File: src/rtl/p2f_pkg.sv
// Package with the types, constants and register codes of the parabolic-to-fisheye remap.
`default_nettype none
package p2f_pkg;

    // Number formats of the datapath.
    localparam int COORD_BITS   = 12;
    localparam int FRAC_BITS    = 8;
    localparam int CENTER_BITS  = COORD_BITS + FRAC_BITS;
    localparam int AX_BITS      = CENTER_BITS + 1;
    localparam int MP_BITS      = 24;
    localparam int QUO_BITS     = 26;
    localparam int DEN_BITS     = 83;
    localparam int NUM_BITS     = 87;
    localparam int CFG_IDX_BITS = 3;
    localparam int CFG_DAT_BITS = 24;

    // Configuration register indexes.
    typedef enum logic [CFG_IDX_BITS-1:0] {
        CFG_IMAGE_ROWS = 3'd0,
        CFG_IMAGE_COLS = 3'd1,
        CFG_CENTER_X   = 3'd2,
        CFG_CENTER_Y   = 3'd3,
        CFG_MIRROR_M   = 3'd4,
        CFG_MIRROR_L   = 3'd5
    } t_cfg_idx;

    // Input beat.
    typedef struct packed {
        logic [COORD_BITS-1:0] pixel_col;
        logic [COORD_BITS-1:0] pixel_row;
    } t_pix_in;

    // Output beat.
    typedef struct packed {
        logic signed [23:0] fish_u;
        logic signed [23:0] fish_v;
        logic               valid_mask;
        logic               double_inside;
        logic [MP_BITS-1:0] para_scale;
    } t_fish_out;

    // Pixel data that rides along the mp division cells.
    typedef struct packed {
        logic               sx;
        logic               sy;
        logic [AX_BITS-1:0] ax;
        logic [AX_BITS-1:0] ay;
        logic               dbl;
    } t_mp_side;

    // Partial state of the mp division.
    typedef struct packed {
        logic               sat;
        logic [MP_BITS-1:0] rem;
        logic [MP_BITS-1:0] q;
    } t_mp_state;

    // Per-pixel flags that ride along the offset division cells.
    typedef struct packed {
        logic               sx;
        logic               sy;
        logic               mask;
        logic               dbl;
        logic [MP_BITS-1:0] mp;
        logic               cap_u;
        logic               cap_v;
        logic               zero_u;
        logic               zero_v;
    } t_div_side;

    // Partial state of the two offset divisions, which share one divisor.
    typedef struct packed {
        logic [DEN_BITS-1:0] den;
        logic [DEN_BITS-1:0] rem_u;
        logic [DEN_BITS-1:0] rem_v;
        logic [QUO_BITS-1:0] low_u;
        logic [QUO_BITS-1:0] low_v;
        logic [QUO_BITS-1:0] q_u;
        logic [QUO_BITS-1:0] q_v;
    } t_div_state;

endpackage
`default_nettype wire

File: src/rtl/p2f_div_cell.sv
// One restoring step of both offset divisions, sharing the divisor of the pixel.
`default_nettype none
module p2f_div_cell (
    input  logic                i_clk,
    input  logic                i_rst_n,
    input  logic                i_en,
    input  logic                i_valid,
    input  p2f_pkg::t_div_side  i_side,
    input  p2f_pkg::t_div_state i_st,
    output logic                o_valid,
    output p2f_pkg::t_div_side  o_side,
    output p2f_pkg::t_div_state o_st
);

    localparam int DB = p2f_pkg::DEN_BITS;
    localparam int QB = p2f_pkg::QUO_BITS;

    logic                r_valid;
    p2f_pkg::t_div_side  r_side;
    p2f_pkg::t_div_state r_st;
    p2f_pkg::t_div_state n_st;
    logic [DB:0]         w_rem2_u;
    logic [DB:0]         w_rem2_v;
    logic [DB:0]         w_sub_u;
    logic [DB:0]         w_sub_v;
    logic                w_ge_u;
    logic                w_ge_v;

    // Bring down the next numerator bit of each lane and subtract where it fits.
    always_comb begin
        w_rem2_u   = {i_st.rem_u, i_st.low_u[QB-1]};
        w_rem2_v   = {i_st.rem_v, i_st.low_v[QB-1]};
        w_sub_u    = w_rem2_u - {1'b0, i_st.den};
        w_sub_v    = w_rem2_v - {1'b0, i_st.den};
        w_ge_u     = (w_rem2_u >= {1'b0, i_st.den});
        w_ge_v     = (w_rem2_v >= {1'b0, i_st.den});
        n_st.den   = i_st.den;
        n_st.rem_u = w_ge_u ? w_sub_u[DB-1:0] : w_rem2_u[DB-1:0];
        n_st.rem_v = w_ge_v ? w_sub_v[DB-1:0] : w_rem2_v[DB-1:0];
        n_st.low_u = {i_st.low_u[QB-2:0], 1'b0};
        n_st.low_v = {i_st.low_v[QB-2:0], 1'b0};
        n_st.q_u   = {i_st.q_u[QB-2:0], w_ge_u};
        n_st.q_v   = {i_st.q_v[QB-2:0], w_ge_v};
    end

    // Valid bit of this cell.
    always_ff @(posedge i_clk) begin
        if (!i_rst_n) begin
            r_valid <= 1'b0;
        end else if (i_en) begin
            r_valid <= i_valid;
        end
    end

    // Payload of this cell.
    always_ff @(posedge i_clk) begin
        if (i_en) begin
            r_side <= i_side;
            r_st   <= n_st;
        end
    end

    assign o_valid = r_valid;
    assign o_side  = r_side;
    assign o_st    = r_st;

endmodule
`default_nettype wire

File: config.mk
export PLATFORM = sky130hd
export DESIGN_NAME = p2f_div_cell
export DESIGN_NICKNAME = d
export VERILOG_FILES = /design/src/rtl/p2f_pkg.sv /design/src/rtl/p2f_div_cell.sv
export SDC_FILE = /design/constraint.sdc
export NUM_CORES = 1
export LEC_CHECK = 0
export CORE_AREA = 2 2 306 308
export CTS_CLUSTER_DIAMETER = 40
export DETAILED_ROUTE_END_ITERATION = 8
export DIE_AREA = 0 0 308 310
export DONT_BUFFER_PORTS = 1
export GPL_ROUTABILITY_DRIVEN = 0
export GPL_TIMING_DRIVEN = 0
export PLACE_DENSITY = 0.45
export SLEW_MARGIN = 0
export SYNTH_ARGS = -nofsm -noshare
export SYNTH_HDL_FRONTEND = slang
export SYNTH_SLANG_ARGS = --single-unit
File: constraint.sdc
create_clock -name i_clk -period 5.4 [get_ports i_clk]
set_input_delay 0.27 -clock i_clk [delete_from_list [all_inputs] [get_ports i_clk]]
set_output_delay 0.27 -clock i_clk [all_outputs]
set_load 0.01 [all_outputs]
Word-level counts from Yosys, hierarchy flattened
Index checks and enable logic that the tools add are counted.

Input bits: 389. Output and inout port bits: 386. Logic and storage cells: 23. Bits in registers: 384.

Add/sub/neg operators: 2. Multiplexer cells: 2. $lt $le $gt $ge: 2.

Operators by type and width (number): $ge A84 B83 Y1 (2); $mux W83 (2); $sub A83 B83 Y83 (2).

Logic depth before layout (Yosys ltp)
Depth after elaboration: 2. Gate-level depth with buffers: 18. Mapped depth without buffers: 15.

Least setup slack after synthesis
OpenSTA, ideal clock, no wires.

Path type: input port to flip-flop. Start: input i_st[77] (netlist bit). End: register r_st (netlist bit o_st[182]), data pin. Buffers on the path: 0. Stages on the path: 14. Arrival: 3.384 ns. Slack: 1.756 ns. Data required time: 5.140 ns. Library setup time: 0.260 ns. Cells stage by stage: inv_1 > ha_1 > fa_1 > nor2b_1 > o2111ai_1 > a21oi_1 > o2111ai_1 > a2111oi_0 > o21ai_1 > a2111oi_2 > nor3_1 > o31ai_1 > xor2_1 > mux2_4.

RTL lines: from (decl) (RTL line p2f_div_cell.sv:9) `input p2f_pkg::t_div_state i_st,`; to (signal assigned) (RTL line p2f_div_cell.sv:59) `r_st <= n_st;`; to (decl) (RTL line p2f_div_cell.sv:20) `p2f_pkg::t_div_state r_st;`.

==> flow_summary.ini <==
[run_status]
status = completed

[power_and_ir_drop]
switchingPower_w = 0.003603
p_sw_share_pct = 31.81
clkPwrFrac_pct = 43.8
intPower_w = 0.007722
finalPower_w = 0.01133
comb_power_share_pct = 19.4
power_density_nw_per_um2 = 351.4
peakVddDrop_uv = 193.1
leakage_nw = 12.47
seq_power_share_pct = 36.8

[hold_path]
hold_path_class = in -> reg
whs_path_depth = 2

[timing]
slew_violations = 0
max_freq_mhz = 189.4
finalHoldViolCount = 0
finalSetupViolCount = 0
worst_pin_slew_ns = 1.451
skew_ns = 0
fin_crit_ns = 5.281
max_slew_margin_pct = 2.246
grt_setup_unrepaired = no
holdWs_ns = 0.03879
finalCritPeriodShare_pct = 97.79

[floorplanning]
core_um2 = 92490
pin_count = 775
die-area_um2 = 95480
fp.dieH_um = 310
num_rows = 112
fp.dieW_um = 308
initial_core_util_pct = 26.11

[synth]
yosys.area_share.adder_pct = 8.768
synth_top_flop_cell = edfxtp_1
synth-compound-area-share_pct = 19.31
synth_top_area_share_pct = 47.63
synth_edf_count = 383
synth_cell_types = 79
synth_area_leader_cell = edfxtp_1
ys_ff_latch = 384
synthCells = 2342
yosys-top-cells-area = edfxtp_1 (48%), ha_1 (8.6%), a21oi_1 (4.6%)
synth_simple_gate_area_share_pct = 11.78
yosysWarnings = 0
avgSynthCellArea_um2 = 10.31
synth_top_family_by_area = compound AO/OA/AOI/OAI gates
syn-cell-area_um2 = 24150
synth-seq-area-share_pct = 47.71
async_reset_ff_share_pct = 0
synthMuxAreaShare_pct = 3.244
yosys.area_share.xor_xnor_pct = 5.223

[clocking]
root_buffer = clkbuf_16
clk_latency_ns = 0.62
h-tree-depth = 3
cts_num_sinks = 384
cts_tree = built
cts_max_path_buffers = 3
clkSlewWorstSetupHoldPaths_ns = 0.06
cts_made_buffers = 75

[drt]
drc = 0
wirelength_um = 116900
via_per_inst = 5.249
ant_nets = 0
first_iter_violations = 1883
wl_per_cell_um = 28.78
drt-pass1-iter-count = 8
num_vias = 21317

[finish]
final_common_cell = edfxtp_1
nets = 3358
final_cell_mix = edfxtp_1 (383), dlygate4sd3_1 (378), nand2_1 (222)
syn2layout_area_growth_pct = 33.48
final_area_um2 = 32230
fin_cells = 4061
drive_gt1_share_pct = 9.189

[worst_setup_path]
ff2ff_path_depth = 3
cpMostUsedCell = o21ai_0
crit_path_end_kind = register
start_kind = input pin
arrival_ns = 5.62
cp_slowest_cell = a2111oi_0
cp_slowest_stage_delay_ns = 1.05
critPathKind = in -> reg
critPathMaxFanout = 6
cp_cell_sequence = inv_1, ha_1, and3_1, nand2_1, a211oi_1, o21ai_0, a2111oi_0, o21ai_0, a21oi_1, o21ai_0, o31ai_1, xnor2_1, o21ai_0
r2r_slack_ns = 4.21
required_ns = 5.74

[global_routing]
track_usage_pct = 23.24
grt_max_degree = 385
grt_overflow = 0
grt_pass1_wl_um = 157700
grt_pass1_vias = 21250
antenna_found_initial = 9

[placement]
dp_cells = 3540
port_buffers = 0
placed_area_um2 = 25650
dp_hpwl_um = 88960

[run]
drv_cap = 0
==> stage by stage <==
| step | TNS, ns | util (%) | worst slack (ns) |
|---|---|---|---|
| final | 0 | 34.85 | 0.1194 |
| after global routing | 0 | 34.84 | 0.01113 |
| after CTS | 0 | 34.75 | 0.05118 |
| after detailed placement | -90.42 | 27.74 | -1.398 |
| after global placement | -143.00 | 27.73 | -2.000 |
| after floorplan | 0 | - | 1.756 |
==> worst max-delay path: cells and delay by family <==
kind	cells	cell delay, ns
adder cells (fa/ha/maj)	1	0.38
XOR/XNOR	1	0.18
AND/OR/NAND/NOR	2	0.41
buffers and inverters	1	0.06
AO/OA/AOI/OAI	8	4.30
==> cell usage after synthesis, types with 5 or more instances <==
library cell,instances
mux2_2,66
or4_1,7
o31ai_1,25
a2111oi_0,5
xor2_1,55
nor2_1,121
nand2b_1,19
nand3_1,28
a21boi_0,8
nand2_1,222
clkbuf_1,78
a211oi_1,15
and2_1,13
a211o_1,7
o221ai_1,5
nand4_1,67
o21a_1,29
o21ai_1,5
a41oi_1,5
a21o_1,107
or2_2,11
ha_1,166
or3_1,7
and3_1,15
buf_2,16
nor3_1,58
o2111ai_1,5
nor2b_1,12
o211ai_1,8
nor4_1,10
a31oi_1,20
edfxtp_1,383
a21oi_2,9
a21oi_1,220
o21bai_1,47
o21ai_0,169
xnor2_1,89
inv_1,139
==> flip-flops by register name (all words and copies together), names as in the netlist <==
signal	count
o_st	351
o_side	32
o_valid	1
==> power groups by stage <==
stage,logic (W),registers [W],clock network [W]
6_report,0.00220,0.00417,0.00496
5_1_grt,0.00239,0.00419,0.00520
4_1_cts,0.00212,0.00418,0.00507
3_5_place_dp,0.00185,0.00423,0
3_3_place_gp,0.00185,0.00423,0
2_1_floorplan,0.00130,0.00405,0
==> logic make-up (layout without fill, tap and decap cells) <==
| kind of cell | count (synthesis) | in the layout |
|---|---|---|
| AO/OA/AOI/OAI | 733 | 733 |
| AND/OR/NAND/NOR | 603 | 603 |
| flip-flops | 384 | 384 |
| buffers and inverters | 240 | 759 |
| adder cells (fa/ha/maj) | 168 | 168 |
| XOR/XNOR | 144 | 144 |
| multiplexers | 69 | 69 |
| other | 1 | 4 |
==> worst paths after layout <==
check	from	endpoint
worst min register to register	o_valid	o_valid
worst min-delay path	i_st[132]	o_st[133]
worst max register to register	o_valid	o_valid
worst max-delay path	i_st[278]	o_st[260]
==> layout make-up <==
class | instances | area, um^2
Antenna cell | 2 | 5.005
Timing Repair Buffer | 381 | 3866
Multi-Input combinational cell | 1719 | 11710
Clock inverter | 59 | 792.0
Fill cell | 9379 | 60260
Tap cell | 1197 | 1498
Buffer | 100 | 425.4
Inverter | 140 | 525.5
Clock buffer | 79 | 1892
Sequential cell | 384 | 11520
==> per-layer routing <==
layer | share of wire, % | global-route usage (%) | up-vias
met5 | 0.058 | 0.2528 | -
met4 | 4.8 | 11.16 | 6
met3 | 7.4 | 5.422 | 187
met2 | 49 | 40.45 | 1006
met1 | 39 | 26.87 | 10402
li1 | - | - | 9716
==> what timing repair did <==
item | in CTS | in global routing
hold buffers | 378 | 3
gates resized for setup | 3 | 1
pin swaps | 0 | 1
setup endpoints to repair | 84 | 5
endpoints found under the hold margin | 712 | 171
buffers inserted | 0 | 0
(Power assumes the default switching activity.)
